--- src/rtl/checkpoint_record_parser_top_defines.svh ---
// Assertion macros for the checkpoint record parser.
`ifndef CHECKPOINT_RECORD_PARSER_TOP_DEFINES_SVH
`define CHECKPOINT_RECORD_PARSER_TOP_DEFINES_SVH

`ifndef SYNTHESIS
`define CPR_ASSERT(lbl, clk, rstn, prop) \
  lbl: assert property (@(posedge clk) disable iff (!rstn) (prop)) \
    else $error("checkpoint parser assertion failed");
`define CPR_ASSERT_NEXT(lbl, clk, rstn, ante, cons) \
  lbl: assert property (@(posedge clk) disable iff (!rstn) (ante) |=> (cons)) \
    else $error("checkpoint parser assertion failed");
`else
`define CPR_ASSERT(lbl, clk, rstn, prop)
`define CPR_ASSERT_NEXT(lbl, clk, rstn, ante, cons)
`endif

`endif

--- src/rtl/cpr_pkg.sv ---
// Shared types and constants of the checkpoint record parser.
package cpr_pkg;

  localparam logic [31:0] CKPT_MAGIC   = 32'h5450_4B43;
  localparam logic [31:0] CKPT_FORMAT  = 32'd1;
  localparam logic [15:0] MAX_ID_RESET = 16'd1024;

  typedef enum logic [3:0] {
    PH_MAGIC   = 4'd0,
    PH_FORMAT  = 4'd1,
    PH_HEIGHT  = 4'd2,
    PH_HASH    = 4'd3,
    PH_ROOT    = 4'd4,
    PH_VERSION = 4'd5,
    PH_COUNT   = 4'd6,
    PH_IDLEN   = 4'd7,
    PH_ID      = 4'd8,
    PH_SIG     = 4'd9,
    PH_DISCARD = 4'd10,
    PH_DONE    = 4'd11
  } phase_e;

  typedef enum logic [2:0] {
    ST_BUSY       = 3'd0,
    ST_OK         = 3'd1,
    ST_BAD_MAGIC  = 3'd2,
    ST_BAD_FORMAT = 3'd3,
    ST_ID_LONG    = 3'd4,
    ST_TRUNC      = 3'd5,
    ST_TRAILING   = 3'd6
  } status_e;

  // One classified byte, passed from the front to the back.
  typedef struct packed {
    phase_e      kind;
    logic [15:0] pos;
    logic [7:0]  data;
    logic        nv;
    status_e     status;
    logic        done;
  } cpr_item_t;

  function automatic logic is_numeric(phase_e ph);
    case (ph)
      PH_MAGIC, PH_FORMAT, PH_HEIGHT, PH_VERSION, PH_COUNT, PH_IDLEN: is_numeric = 1'b1;
      default: is_numeric = 1'b0;
    endcase
  endfunction

endpackage

--- src/rtl/cpr_intf.sv ---
// Channel interfaces of the checkpoint record parser.
interface cpr_in_if;
  logic       valid;
  logic       ready;
  logic [7:0] data_byte;
  logic       end_of_record;
  modport source (output valid, data_byte, end_of_record, input ready);
  modport sink (input valid, data_byte, end_of_record, output ready);
endinterface

interface cpr_cfg_if;
  logic        valid;
  logic        ready;
  logic [15:0] max_id_length;
  modport source (output valid, max_id_length, input ready);
  modport sink (input valid, max_id_length, output ready);
endinterface

interface cpr_out_if;
  logic        valid;
  logic        ready;
  logic [3:0]  field_kind;
  logic [15:0] field_position;
  logic [7:0]  byte_out;
  logic [63:0] number_value;
  logic        number_valid;
  logic [2:0]  parse_status;
  logic        record_done;
  modport source (output valid, field_kind, field_position, byte_out, number_value,
                  number_valid, parse_status, record_done, input ready);
  modport sink (input valid, field_kind, field_position, byte_out, number_value,
                number_valid, parse_status, record_done, output ready);
endinterface

--- src/rtl/checkpoint_record_parser_top.sv ---
// Checkpoint record parser: one result per input byte.
// An accepted byte is written into the queue, then into the result register, and is presented from there.
// Throughput: one byte per cycle while the queue has room, set by the combinational layout step in the front.
// A two-entry queue and the result register let either side stall without a bubble.
// Reset clears parse state and queue; max_id_length returns to 1024. No clearing pass.
module checkpoint_record_parser_top import cpr_pkg::*; #(
  parameter int unsigned HASH_BYTES = 32
) (
  input  logic       clk_i,
  input  logic       rst_ni,
  cpr_in_if.sink     in_i,
  cpr_cfg_if.sink    cfg_i,
  cpr_out_if.source  out_o
);

  cpr_item_t front_item, back_item;
  logic      front_valid, fifo_full, fifo_empty, back_pop;

  cpr_front #(
    .HASH_BYTES(HASH_BYTES)
  ) u_front (
    .clk_i        (clk_i),
    .rst_ni       (rst_ni),
    .in_i         (in_i),
    .cfg_i        (cfg_i),
    .item_o       (front_item),
    .item_valid_o (front_valid),
    .item_ready_i (~fifo_full)
  );

  cpr_fifo u_fifo (
    .clk_i       (clk_i),
    .rst_ni      (rst_ni),
    .push_i      (front_valid & ~fifo_full),
    .push_item_i (front_item),
    .full_o      (fifo_full),
    .pop_i       (back_pop),
    .pop_item_o  (back_item),
    .empty_o     (fifo_empty)
  );

  cpr_back u_back (
    .clk_i        (clk_i),
    .rst_ni       (rst_ni),
    .item_i       (back_item),
    .item_valid_i (~fifo_empty),
    .item_ready_o (back_pop),
    .out_o        (out_o)
  );

endmodule

--- src/rtl/cpr_front.sv ---
// Front: accepts request bytes, tracks the record layout and classifies each byte.
`include "checkpoint_record_parser_top_defines.svh"

module cpr_front import cpr_pkg::*; #(
  parameter int unsigned HASH_BYTES = 32
) (
  input  logic       clk_i,
  input  logic       rst_ni,
  cpr_in_if.sink     in_i,
  cpr_cfg_if.sink    cfg_i,
  output cpr_item_t  item_o,
  output logic       item_valid_o,
  input  logic       item_ready_i
);

  localparam logic [15:0] HASH_LEN = 16'(HASH_BYTES);

  phase_e      phase_q, phase_d;
  logic [15:0] pos_q, pos_d;
  logic [31:0] acc_q, acc_d;
  logic [31:0] sig_q, sig_d;
  logic [15:0] idl_q, idl_d;
  status_e     err_q, err_d;
  logic [15:0] max_id_q;

  logic        in_acc;
  logic [15:0] pos_inc;
  logic [15:0] idl_dec;
  logic [31:0] sig_dec;
  logic [31:0] acc_new;
  logic        finished;
  cpr_item_t   item;

  function automatic logic [15:0] fixed_len(phase_e ph);
    case (ph)
      PH_MAGIC, PH_FORMAT, PH_COUNT, PH_IDLEN: fixed_len = 16'd4;
      PH_HEIGHT:  fixed_len = 16'd8;
      PH_VERSION: fixed_len = 16'd2;
      default:    fixed_len = HASH_LEN;
    endcase
  endfunction

  assign in_i.ready   = item_ready_i;
  assign in_acc       = in_i.valid & item_ready_i;
  assign item_valid_o = in_i.valid;
  assign item_o       = item;
  assign cfg_i.ready  = 1'b1;

  assign pos_inc = pos_q + 16'd1;
  assign idl_dec = idl_q - 16'd1;
  assign sig_dec = sig_q - 32'd1;
  assign acc_new = acc_q | (32'(in_i.data_byte) << {pos_q[1:0], 3'b000});
  assign finished = (phase_q == PH_ID) ? (idl_dec == 16'd0)
                                       : (pos_inc >= fixed_len(phase_q));

  // next state; the end-of-record restart is applied at the register
  always_comb begin
    phase_d = phase_q;
    pos_d   = pos_q;
    acc_d   = acc_q;
    sig_d   = sig_q;
    idl_d   = idl_q;
    err_d   = err_q;

    if (phase_q == PH_DONE) begin
      err_d   = ST_TRAILING;
      phase_d = PH_DISCARD;
    end else if (phase_q != PH_DISCARD) begin
      pos_d = pos_inc;
      if (is_numeric(phase_q)) begin
        acc_d = acc_new;
      end
      if (phase_q == PH_ID) begin
        idl_d = idl_dec;
      end
      if (finished) begin
        pos_d = 16'd0;
        acc_d = 32'd0;
        case (phase_q)
          PH_MAGIC: begin
            if (acc_new != CKPT_MAGIC) begin
              err_d   = ST_BAD_MAGIC;
              phase_d = PH_DISCARD;
            end else begin
              phase_d = PH_FORMAT;
            end
          end
          PH_FORMAT: begin
            if (acc_new != CKPT_FORMAT) begin
              err_d   = ST_BAD_FORMAT;
              phase_d = PH_DISCARD;
            end else begin
              phase_d = PH_HEIGHT;
            end
          end
          PH_HEIGHT:  phase_d = PH_HASH;
          PH_HASH:    phase_d = PH_ROOT;
          PH_ROOT:    phase_d = PH_VERSION;
          PH_VERSION: phase_d = PH_COUNT;
          PH_COUNT: begin
            sig_d   = acc_new;
            phase_d = (acc_new != 32'd0) ? PH_IDLEN : PH_DONE;
          end
          PH_IDLEN: begin
            if (acc_new > {16'd0, max_id_q}) begin
              err_d   = ST_ID_LONG;
              phase_d = PH_DISCARD;
            end else begin
              idl_d   = acc_new[15:0];
              phase_d = (acc_new != 32'd0) ? PH_ID : PH_SIG;
            end
          end
          PH_ID: phase_d = PH_SIG;
          default: begin
            sig_d   = sig_dec;
            phase_d = (sig_dec != 32'd0) ? PH_IDLEN : PH_DONE;
          end
        endcase
      end
    end
  end

  // classified byte
  always_comb begin
    item.kind   = PH_DISCARD;
    item.pos    = 16'd0;
    item.data   = in_i.data_byte;
    item.nv     = 1'b0;
    item.status = ST_BUSY;
    item.done   = in_i.end_of_record;

    if (phase_q != PH_DONE && phase_q != PH_DISCARD) begin
      item.kind = phase_q;
      item.pos  = pos_q;
      item.nv   = finished & is_numeric(phase_q);
    end

    if (err_d != ST_BUSY) begin
      item.status = err_d;
    end else if (in_i.end_of_record) begin
      item.status = (phase_d == PH_DONE) ? ST_OK : ST_TRUNC;
    end
  end

  always_ff @(posedge clk_i or negedge rst_ni) begin
    if (!rst_ni) begin
      phase_q <= PH_MAGIC;
      pos_q   <= 16'd0;
      acc_q   <= 32'd0;
      sig_q   <= 32'd0;
      idl_q   <= 16'd0;
      err_q   <= ST_BUSY;
    end else if (in_acc) begin
      if (in_i.end_of_record) begin
        phase_q <= PH_MAGIC;
        pos_q   <= 16'd0;
        acc_q   <= 32'd0;
        sig_q   <= 32'd0;
        idl_q   <= 16'd0;
        err_q   <= ST_BUSY;
      end else begin
        phase_q <= phase_d;
        pos_q   <= pos_d;
        acc_q   <= acc_d;
        sig_q   <= sig_d;
        idl_q   <= idl_d;
        err_q   <= err_d;
      end
    end
  end

  always_ff @(posedge clk_i or negedge rst_ni) begin
    if (!rst_ni) begin
      max_id_q <= MAX_ID_RESET;
    end else if (cfg_i.valid) begin
      max_id_q <= cfg_i.max_id_length;
    end
  end

  `CPR_ASSERT_NEXT(a_eor_restart, clk_i, rst_ni, in_acc && in_i.end_of_record,
                   phase_q == PH_MAGIC && err_q == ST_BUSY && pos_q == 16'd0)
  `CPR_ASSERT(a_discard_has_err, clk_i, rst_ni, phase_q != PH_DISCARD || err_q != ST_BUSY)
  `CPR_ASSERT(a_id_nonzero, clk_i, rst_ni, phase_q != PH_ID || idl_q != 16'd0)
  `CPR_ASSERT(a_sig_pending, clk_i, rst_ni,
              (phase_q != PH_IDLEN && phase_q != PH_ID && phase_q != PH_SIG) ||
              sig_q != 32'd0)

endmodule

--- src/rtl/cpr_fifo.sv ---
// Two-entry queue of classified bytes between front and back.
module cpr_fifo import cpr_pkg::*; (
  input  logic      clk_i,
  input  logic      rst_ni,
  input  logic      push_i,
  input  cpr_item_t push_item_i,
  output logic      full_o,
  input  logic      pop_i,
  output cpr_item_t pop_item_o,
  output logic      empty_o
);

  cpr_item_t   mem_q [2];
  logic        wr_ptr_q, rd_ptr_q;
  logic [1:0]  cnt_q, cnt_d;

  assign full_o     = cnt_q == 2'd2;
  assign empty_o    = cnt_q == 2'd0;
  assign pop_item_o = mem_q[rd_ptr_q];

  always_comb begin
    cnt_d = cnt_q;
    if (push_i && !pop_i) begin
      cnt_d = cnt_q + 2'd1;
    end else if (pop_i && !push_i) begin
      cnt_d = cnt_q - 2'd1;
    end
  end

  always_ff @(posedge clk_i or negedge rst_ni) begin
    if (!rst_ni) begin
      wr_ptr_q <= 1'b0;
      rd_ptr_q <= 1'b0;
      cnt_q    <= 2'd0;
    end else begin
      cnt_q <= cnt_d;
      if (push_i) begin
        wr_ptr_q <= ~wr_ptr_q;
      end
      if (pop_i) begin
        rd_ptr_q <= ~rd_ptr_q;
      end
    end
  end

  always_ff @(posedge clk_i) begin
    if (push_i) begin
      mem_q[wr_ptr_q] <= push_item_i;
    end
  end

endmodule

--- src/rtl/cpr_back.sv ---
// Back: assembles numeric field values and drives the registered result channel.
module cpr_back import cpr_pkg::*; (
  input  logic      clk_i,
  input  logic      rst_ni,
  input  cpr_item_t item_i,
  input  logic      item_valid_i,
  output logic      item_ready_o,
  cpr_out_if.source out_o
);

  logic        out_valid_q;
  cpr_item_t   res_q;
  logic [63:0] val_q, val_d;
  logic [63:0] acc_q, acc_d;
  logic [63:0] acc_sum;
  logic        pop;

  assign pop          = item_valid_i & (~out_valid_q | out_o.ready);
  assign item_ready_o = pop;

  assign acc_sum = is_numeric(item_i.kind)
                 ? (acc_q | (64'(item_i.data) << {item_i.pos[2:0], 3'b000}))
                 : acc_q;

  always_comb begin
    val_d = 64'd0;
    acc_d = acc_sum;
    if (item_i.nv) begin
      val_d = acc_sum;
      acc_d = 64'd0;
    end
    if (item_i.done) begin
      acc_d = 64'd0;
    end
  end

  always_ff @(posedge clk_i or negedge rst_ni) begin
    if (!rst_ni) begin
      out_valid_q <= 1'b0;
      acc_q       <= 64'd0;
    end else begin
      if (pop) begin
        out_valid_q <= 1'b1;
        acc_q       <= acc_d;
      end else if (out_o.ready) begin
        out_valid_q <= 1'b0;
      end
    end
  end

  always_ff @(posedge clk_i) begin
    if (pop) begin
      res_q <= item_i;
      val_q <= val_d;
    end
  end

  assign out_o.valid          = out_valid_q;
  assign out_o.field_kind     = res_q.kind;
  assign out_o.field_position = res_q.pos;
  assign out_o.byte_out       = res_q.data;
  assign out_o.number_value   = val_q;
  assign out_o.number_valid   = res_q.nv;
  assign out_o.parse_status   = res_q.status;
  assign out_o.record_done    = res_q.done;

endmodule

--- src/flat_wrapper.sv ---
// flat-port wrapper written by rule: the top's interface ports become plain ports
module checkpoint_record_parser_top_flat import cpr_pkg::*;
#(
  parameter int unsigned HASH_BYTES = 32
)
  (clk_i, rst_ni, in_i_valid, in_i_data_byte, in_i_end_of_record, in_i_ready, cfg_i_valid, cfg_i_max_id_length, cfg_i_ready, out_o_valid, out_o_field_kind, out_o_field_position, out_o_byte_out, out_o_number_value, out_o_number_valid, out_o_parse_status, out_o_record_done, out_o_ready);
  cpr_in_if in_i_i ();
  cpr_cfg_if cfg_i_i ();
  cpr_out_if out_o_i ();
  input  logic clk_i;
  input  logic rst_ni;
  input wire logic [$bits(in_i_i.valid)-1:0] in_i_valid;
  input wire logic [$bits(in_i_i.data_byte)-1:0] in_i_data_byte;
  input wire logic [$bits(in_i_i.end_of_record)-1:0] in_i_end_of_record;
  output wire logic [$bits(in_i_i.ready)-1:0] in_i_ready;
  input wire logic [$bits(cfg_i_i.valid)-1:0] cfg_i_valid;
  input wire logic [$bits(cfg_i_i.max_id_length)-1:0] cfg_i_max_id_length;
  output wire logic [$bits(cfg_i_i.ready)-1:0] cfg_i_ready;
  output wire logic [$bits(out_o_i.valid)-1:0] out_o_valid;
  output wire logic [$bits(out_o_i.field_kind)-1:0] out_o_field_kind;
  output wire logic [$bits(out_o_i.field_position)-1:0] out_o_field_position;
  output wire logic [$bits(out_o_i.byte_out)-1:0] out_o_byte_out;
  output wire logic [$bits(out_o_i.number_value)-1:0] out_o_number_value;
  output wire logic [$bits(out_o_i.number_valid)-1:0] out_o_number_valid;
  output wire logic [$bits(out_o_i.parse_status)-1:0] out_o_parse_status;
  output wire logic [$bits(out_o_i.record_done)-1:0] out_o_record_done;
  input wire logic [$bits(out_o_i.ready)-1:0] out_o_ready;
  assign in_i_i.valid = in_i_valid;
  assign in_i_i.data_byte = in_i_data_byte;
  assign in_i_i.end_of_record = in_i_end_of_record;
  assign in_i_ready = in_i_i.ready;
  assign cfg_i_i.valid = cfg_i_valid;
  assign cfg_i_i.max_id_length = cfg_i_max_id_length;
  assign cfg_i_ready = cfg_i_i.ready;
  assign out_o_valid = out_o_i.valid;
  assign out_o_field_kind = out_o_i.field_kind;
  assign out_o_field_position = out_o_i.field_position;
  assign out_o_byte_out = out_o_i.byte_out;
  assign out_o_number_value = out_o_i.number_value;
  assign out_o_number_valid = out_o_i.number_valid;
  assign out_o_parse_status = out_o_i.parse_status;
  assign out_o_record_done = out_o_i.record_done;
  assign out_o_i.ready = out_o_ready;
  checkpoint_record_parser_top #(.HASH_BYTES(HASH_BYTES)) u_core (.clk_i(clk_i), .rst_ni(rst_ni), .in_i(in_i_i), .cfg_i(cfg_i_i), .out_o(out_o_i));
endmodule
--- config.mk ---
export PLATFORM = sky130hd
export DESIGN_NAME = checkpoint_record_parser_top_flat
export DESIGN_NICKNAME = d
export VERILOG_FILES = /design/src/rtl/cpr_pkg.sv /design/src/rtl/cpr_intf.sv /design/src/rtl/checkpoint_record_parser_top.sv /design/src/rtl/cpr_front.sv /design/src/rtl/cpr_fifo.sv /design/src/rtl/cpr_back.sv /design/src/flat_wrapper.sv
export VERILOG_INCLUDE_DIRS = /design/src /design/src/rtl
export SDC_FILE = /design/constraint.sdc
export NUM_CORES = 1
export LEC_CHECK = 0
export BUFFER_PORTS_ARGS = -buffer_cell sky130_fd_sc_hd__buf_2
export CAP_MARGIN = 20
export CORE_ASPECT_RATIO = 2
export CORE_MARGIN = 2
export CORE_UTILIZATION = 30
export DETAILED_ROUTE_END_ITERATION = 8
export PLACE_DENSITY_LB_ADDON = 0.05
export SLEW_MARGIN = 20
export SYNTH_ARGS = -nofsm -noshare
export SYNTH_HDL_FRONTEND = slang
export SYNTH_SLANG_ARGS = --single-unit
export TNS_END_PERCENT = 20
--- constraint.sdc ---
create_clock -name clk_i -period 7.16 [get_ports clk_i]
set_input_delay 1.074 -clock clk_i [delete_from_list [all_inputs] [get_ports clk_i]]
set_output_delay 1.074 -clock clk_i [all_outputs]
set_load 0.05 [all_outputs]
**After elaboration in Yosys (flattened, before gate mapping)**

Memory sizes are Yosys's and may differ from the RTL's.
Cells that the tools add are included.

- Output and inout bits: 100
- Register bits after elaboration: 285
- Bits in writable memories: 66
- Memories: 1
- Input port bits: 30
- Word-level logic and storage cells: 147

Memories:

| memory | depth | width | rd ports | clocked after Yosys merged registers in | write ports | line | RTL |
|---|---|---|---|---|---|---|---|
| u_core.u_fifo.mem_q | 2 | 33 | 1 | 0 | 1 | cpr_fifo.sv:13 | `cpr_item_t mem_q [2];` |

- Order comparisons: 2
- Equal/unequal tests: 22
- Bitwise logic cells: 11
- Muxes and demuxes: 61
- $add $sub $neg: 5
- Reduce and logical (&&, ||, !) cells: 24
- Shift-type cells: 2

Operators with widths:

| kind | count |
|---|---|
| $mux 32 | 9 |
| $mux 64 | 3 |
| $mux 16 | 11 |
| $or 64x64->64 | 1 |
| $pmux 32 s2 | 1 |
| $reduce_bool 32->1 | 2 |
| $shl 8x6->64 | 1 |
| $pmux 4 s9 | 1 |
| $gt 32x16->1 | 1 |
| $mux 4 | 8 |
| $ne 32x1->1 const B | 1 |
| $ne 32x31->1 const B | 1 |
| $or 32x32->32 | 1 |
| $shl 8x5->32 | 1 |
| $sub 32x1->32 const B | 1 |
| $mux 3 | 10 |
| $eq 4x3->1 const B | 7 |
| $mux 20 | 1 |
| $pmux 6 s3 | 1 |
| $add 16x1->16 const B | 1 |
| $ge 16x16->1 | 1 |
| $logic_not 16->1 | 1 |
| $sub 16x1->16 const B | 1 |
| $eq 4x2->1 const B | 3 |
| 26 further kinds | 58 |

**Logic depth before layout (Yosys ltp)**

- Depth after elaboration: 13
- Mapped depth: 16
- Depth with buffers taken out: 13

**By module**

From an unflattened synthesis, not the netlist that was laid out.

- Cell total of the unflattened synthesis: 1636
- Area total of the unflattened synthesis: 17407.9 um^2

Modules (own cells, without submodules):

| module | cells each | sequential area each (um^2) | area an instance (um^2) | instances |
|---|---|---|---|---|
| cpr_front | 1070 | 2979.1 | 8349.3 | 1 |
| cpr_back | 444 | 4539.4 | 6324.8 | 1 |
| cpr_fifo | 119 | 2082.0 | 2720.1 | 1 |
| checkpoint_record_parser_top | 3 | 0.0 | 13.8 | 1 |

**Least setup slack after synthesis**

No wires, ideal clock.

- Path type: input -> register
- From: in out_o_ready
- To: reg u_core.u_back.acc_q[13]
- Buffers on the path: 1
- Required time: 7039 ps
- Cell stages on the path: 5
- Arrival: 7724 ps
- Library setup time: 121 ps
- Slack: -685 ps
- Path through: inv_1 -> a21oi_1 -> nand2_1 -> clkbuf_1 -> a22o_1

- Cells in the longest elaborated chain, start to end: 2

Ends and longest elaborated chain:

| item | line | RTL |
|---|---|---|
| start: declaration | flat_wrapper.sv:27 | `input wire logic [$bits(out_o_i.ready)-1:0] out_o_ready;` |
| $or 1x1->1 | cpr_back.sv:18 | `assign pop = item_valid_i & (~out_valid_q \| out_o.ready);` |
| $and 1x1->1 | cpr_back.sv:18 |  |
| named net u_core.back_pop | checkpoint_record_parser_top.sv:17 | `logic front_valid, fifo_full, fifo_empty, back_pop;` |
| end signal: assignment | cpr_back.sv:40 | `acc_q <= 64'd0;` |
| end signal: assignment | cpr_back.sv:44 | `acc_q <= acc_d;` |
| end: declaration | cpr_back.sv:14 | `logic [63:0] acc_q, acc_d;` |

The timed path passes the listed nets, and every way through them passes these cells.
A chain may end at the register's enable or synchronous reset.

**Final worst setup path**

- From: reg u_core.u_front.pos_q[0]
- To: reg u_core.u_front.idl_q[14]

- Cells in the longest elaborated chain, start to end: 9
- Elaborated cells between the ends (all ways): 12
- Classes of those cells: add/sub: 1; order compare: 2; shift: 1; mux: 7; bitwise: 1

Ends and longest elaborated chain:

| item | line | RTL |
|---|---|---|
| start: declaration | cpr_front.sv:19 | `logic [15:0] pos_q, pos_d;` |
| start signal: assignment | cpr_front.sv:163 | `pos_q <= pos_d;` |
| $shl 8x5->32 | cpr_front.sv:52 | `assign acc_new = acc_q \| (32'(in_i.data_byte) << {pos_q[1:0], 3'b000});` |
| $or 32x32->32 | cpr_front.sv:52 |  |
| $gt 32x16->1 | cpr_front.sv:105 | `if (acc_new > {16'd0, max_id_q}) begin` |
| $mux 16 | cpr_front.sv:105 |  |
| $mux 16 | cpr_front.sv:79 | `case (phase_q)` |
| $mux 16 * | cpr_front.sv:76 | `if (finished) begin` |
| $mux 16 * | cpr_front.sv:68 | `end else if (phase_q != PH_DISCARD) begin` |
| $mux 16 * | cpr_front.sv:65 | `if (phase_q == PH_DONE) begin` |
| $mux 16 * | cpr_front.sv:154 | `if (in_i.end_of_record) begin` |
| end signal: assignment | cpr_front.sv:166 | `idl_q <= idl_d;` |
| end: declaration | cpr_front.sv:22 | `logic [15:0] idl_q, idl_d;` |

Mark *: on every way between the ends. The rest lies on a longest branch, timed or not. The select of a mux whose other input is x is not followed.

==> results.toml <==
[status]
outcome = "complete, no violations"

[critical_path]
slowest_stage = "dfrtp_1"
cp-start-kind = "flip-flop"
critPathKind = "flip-flop to flip-flop"
crit_chain = "nor2b_1 -> a21o_1 -> ha_1 -> a21o_1 -> a21o_1 -> a22oi_1 -> a32oi_1 -> or3_1 -> o21ai_0 -> o21ai_0 -> a22o_1"
cp_common_cell = "a21o_1"
cp_num_buf_inv = 0
path_max_fanout = 26
arrival_ns = 5.05
slowest_delay_ns = 0.84
critPathRequiredTime_ns = 7.59
end_kind = "flip-flop"
crit_family = "compound AO/OA/AOI/OAI gates"

[yosys]
yosys.area_share.xor_xnor_pct = 0.827
async_flop_share_pct = 53.6
synth_simple_gate_area_share_pct = 16.0
synth-adder-area-share_pct = 1.92
synth_nets = 1693
yosysWarnings = 0
synth-compound-area-share_pct = 18.4
synthFlopType = "dfrtp_1"
synth_top_family_by_area = "compound AO/OA/AOI/OAI gates"
synth_cells = 1637
synth-seq-cells = 351
synth_area_mm2 = 0.0169
ys_seq_area_share_pct = 56.7
synth_edf_count = 163
synth.area.mux_share_pct = 2.42
synth_area_per_cell_um2 = 10.4
ys_types = 78

[clock_tree]
cts.htree.levels = 2
cts_resized = 0
clkTransAtPathRegs_ns = 0.07
cts_tree = "built"
hold_buffers = 0
numCtsBuffers = 36
cts_root_buffer = "clkbuf_16"
clk_path_buf_depth = 3
post_cts_buffers = 0
cts.sinks = 351
clkLatencyLatePin_ns = 0.55

[final_layout]
syn_to_final_growth_pct = 16.0
finish.net_count = 1776
layout_commonest_cell = "nor2_1"
diodes = 0
final_cell_mix = "nor2_1 (209), dfrtp_1 (187), edfxtp_1 (163), a21oi_1 (150), o21ai_0 (134)"
fillers = 5754
drive_above_1_share_pct = 16.1

[die]
core_mm2 = 0.0560
rows = 123
dieArea_mm2 = 0.0585
start_util_pct = 30.3
die_w_um = 172
ios = 130
die_h_um = 340

[pwr]
power.internal_mw = 5.03
sw_frac_of_total_pct = 44.5
ir_worst_vdd_mv = 0.167
p_sw_mw = 4.04
pwr-share-comb_pct = 43.2
power_frac_clock_pct = 22.8
p_seq_share_pct = 34.0
power.leakage_nw = 8.09
p_per_area_mw_per_mm2 = 462

[global_routing]
grt_max_degree = 68
grt_overflow = 0
grt_util_all_layers_pct = 19.5
antenna_found_initial = 0
grt_first_pass_wirelength_mm = 85.3
grt_pass1_vias = 13300

[run]
cap_violations = 0

[sta]
setup-violations-final = 0
timing.slew.headroom_pct = 31.0
holdWs_ns = 0.483
slew_viol_final = 0
worstMarginPinSlew_ns = 1.03
finalCriticalPeriod_ns = 4.62
post-route-period-util_pct = 64.6
fmax_mhz = 216
rsz0062_at_grt = "false"
finalSetupTns_ns = 0
timing.final.hold_violations = 0
fin_skew_ns = 0.0197

[placement]
hpwl_mm = 40.4
gp_congestion = 0.881
io_buffer_count = 128

[drt]
routed_via_density = 5.20
ant_nets = 0
initialDrtViolationCount = 892
firstDrtPassIters = 5
routed_wl_mm = 56.5
drcViolationCount = 0
vias = 13000
wl_per_cell_um = 22.6

[worst_hold_path]
worstHoldPathType = "input port to asynchronous set/reset pin"
## kinds of logic (layout without fill, tap and decap cells)
logic type               Yosys count  count (layout)
adder cells (fa/ha/maj)           26              26
AO/OA/AOI/OAI                    496             496
AND/OR/NAND/NOR                  547             547
XOR/XNOR                          16              16
other                              1               1
flip-flops                       351             351
buffers and inverters            163             274
multiplexers                      37              37
## Yosys cell counts, types with 23 or more instances
cell        n  area, µm²
a21o_1     25        188
a21oi_1   152        761
a22o_1     69        604
clkbuf_1   90        338
dfrtp_1   187       4680
edfxtp_1  163       4890
ha_1       26        325
inv_1      49        184
mux2_2     32        360
nand2_1   106        398
nand3_1    23        115
nor2_1    214        803
nor3_1     51        255
o21ai_0   134        671
## final cells by class
cell class	count	area, µm²	area share (%)
Multi-Input combinational cell	1123	6770	34.4
Clock buffer	51	1040	5.29
Inverter	50	188	0.955
Tap cell	750	938	4.77
Clock inverter	15	231	1.18
Sequential cell	351	9600	48.8
Timing Repair Buffer	158	887	4.51
## power by group through the flow
stage               Combinational [mW]  Sequential (mW)  Clock [mW]
floorplan                         2.04             3.75           0
global placement                  3.94             3.13           0
detailed placement                3.95             3.13           0
CTS                               3.96             3.09        2.13
global route                      4.25             3.16        2.19
finish                            3.92             3.09        2.07
## worst register-to-register path, delay by kind of cell (launching register included)
kind | cells | cell delay (ns)
AOI/OAI and AO/OA | 8 | 2.25
adders and majority gates | 1 | 0.31
DFF | 1 | 0.84
and+or+nand+nor | 2 | 1.10
## final timing paths
check	from	end	slack, ns	cells past startpoint
hold reg to reg	u_core.u_fifo.cnt_q[1]	u_core.u_fifo.cnt_q[1]	0.50	1
setup reg to reg	u_core.u_front.pos_q[0]	u_core.u_front.idl_q[14]	2.54	11
hold / removal	rst_ni	u_core.u_front.sig_q[21]	0.48	1
min in group clk_i	u_core.u_fifo.cnt_q[1]	u_core.u_fifo.cnt_q[1]	0.50	1
max in group asynchronous	rst_ni	u_core.u_front.idl_q[8]	5.24	2
setup / recovery	u_core.u_front.pos_q[0]	u_core.u_front.idl_q[14]	2.54	11
## state kept, by name, indices dropped and copies added (netlist names), 16 cells and up
signal / count
u_core.u_front.sig_q: 32
u_core.u_front.max_id_q: 16
u_core.u_back.out_o.field_position: 16
u_core.u_front.acc_q: 32
u_core.u_fifo.mem_q: 66
u_core.u_back.out_o.number_value: 64
u_core.u_back.acc_q: 64
u_core.u_front.pos_q: 16
u_core.u_front.idl_q: 16
## metrics by stage
stage | instance area (µm²) | cells | util (%) | power, mW | setup slack, ns
2_1_floorplan | 17000 | 1637 | - | 5.79 | 1.75
3_3_place_gp | 18400 | 2431 | 32.8 | 7.06 | 2.60
3_5_place_dp | 18400 | 2431 | 32.8 | 7.07 | 2.54
4_1_cts | 19600 | 2497 | 35.0 | 9.18 | 2.52
5_1_grt | 19700 | 2498 | 35.1 | 9.60 | 2.18
6_report | 19700 | 2498 | 35.1 | 9.08 | 2.54
## routing by layer
layer  wire length (µm)  GRT usage, %  vias up
li1                   -             -     6165
met3               2160          2.45       88
met5                  0             0        -
met1              20400          20.4     6400
met4               1860          7.09        0
met2              32100          38.5      338
No activity file was read; power rests on OpenSTA's default activity.
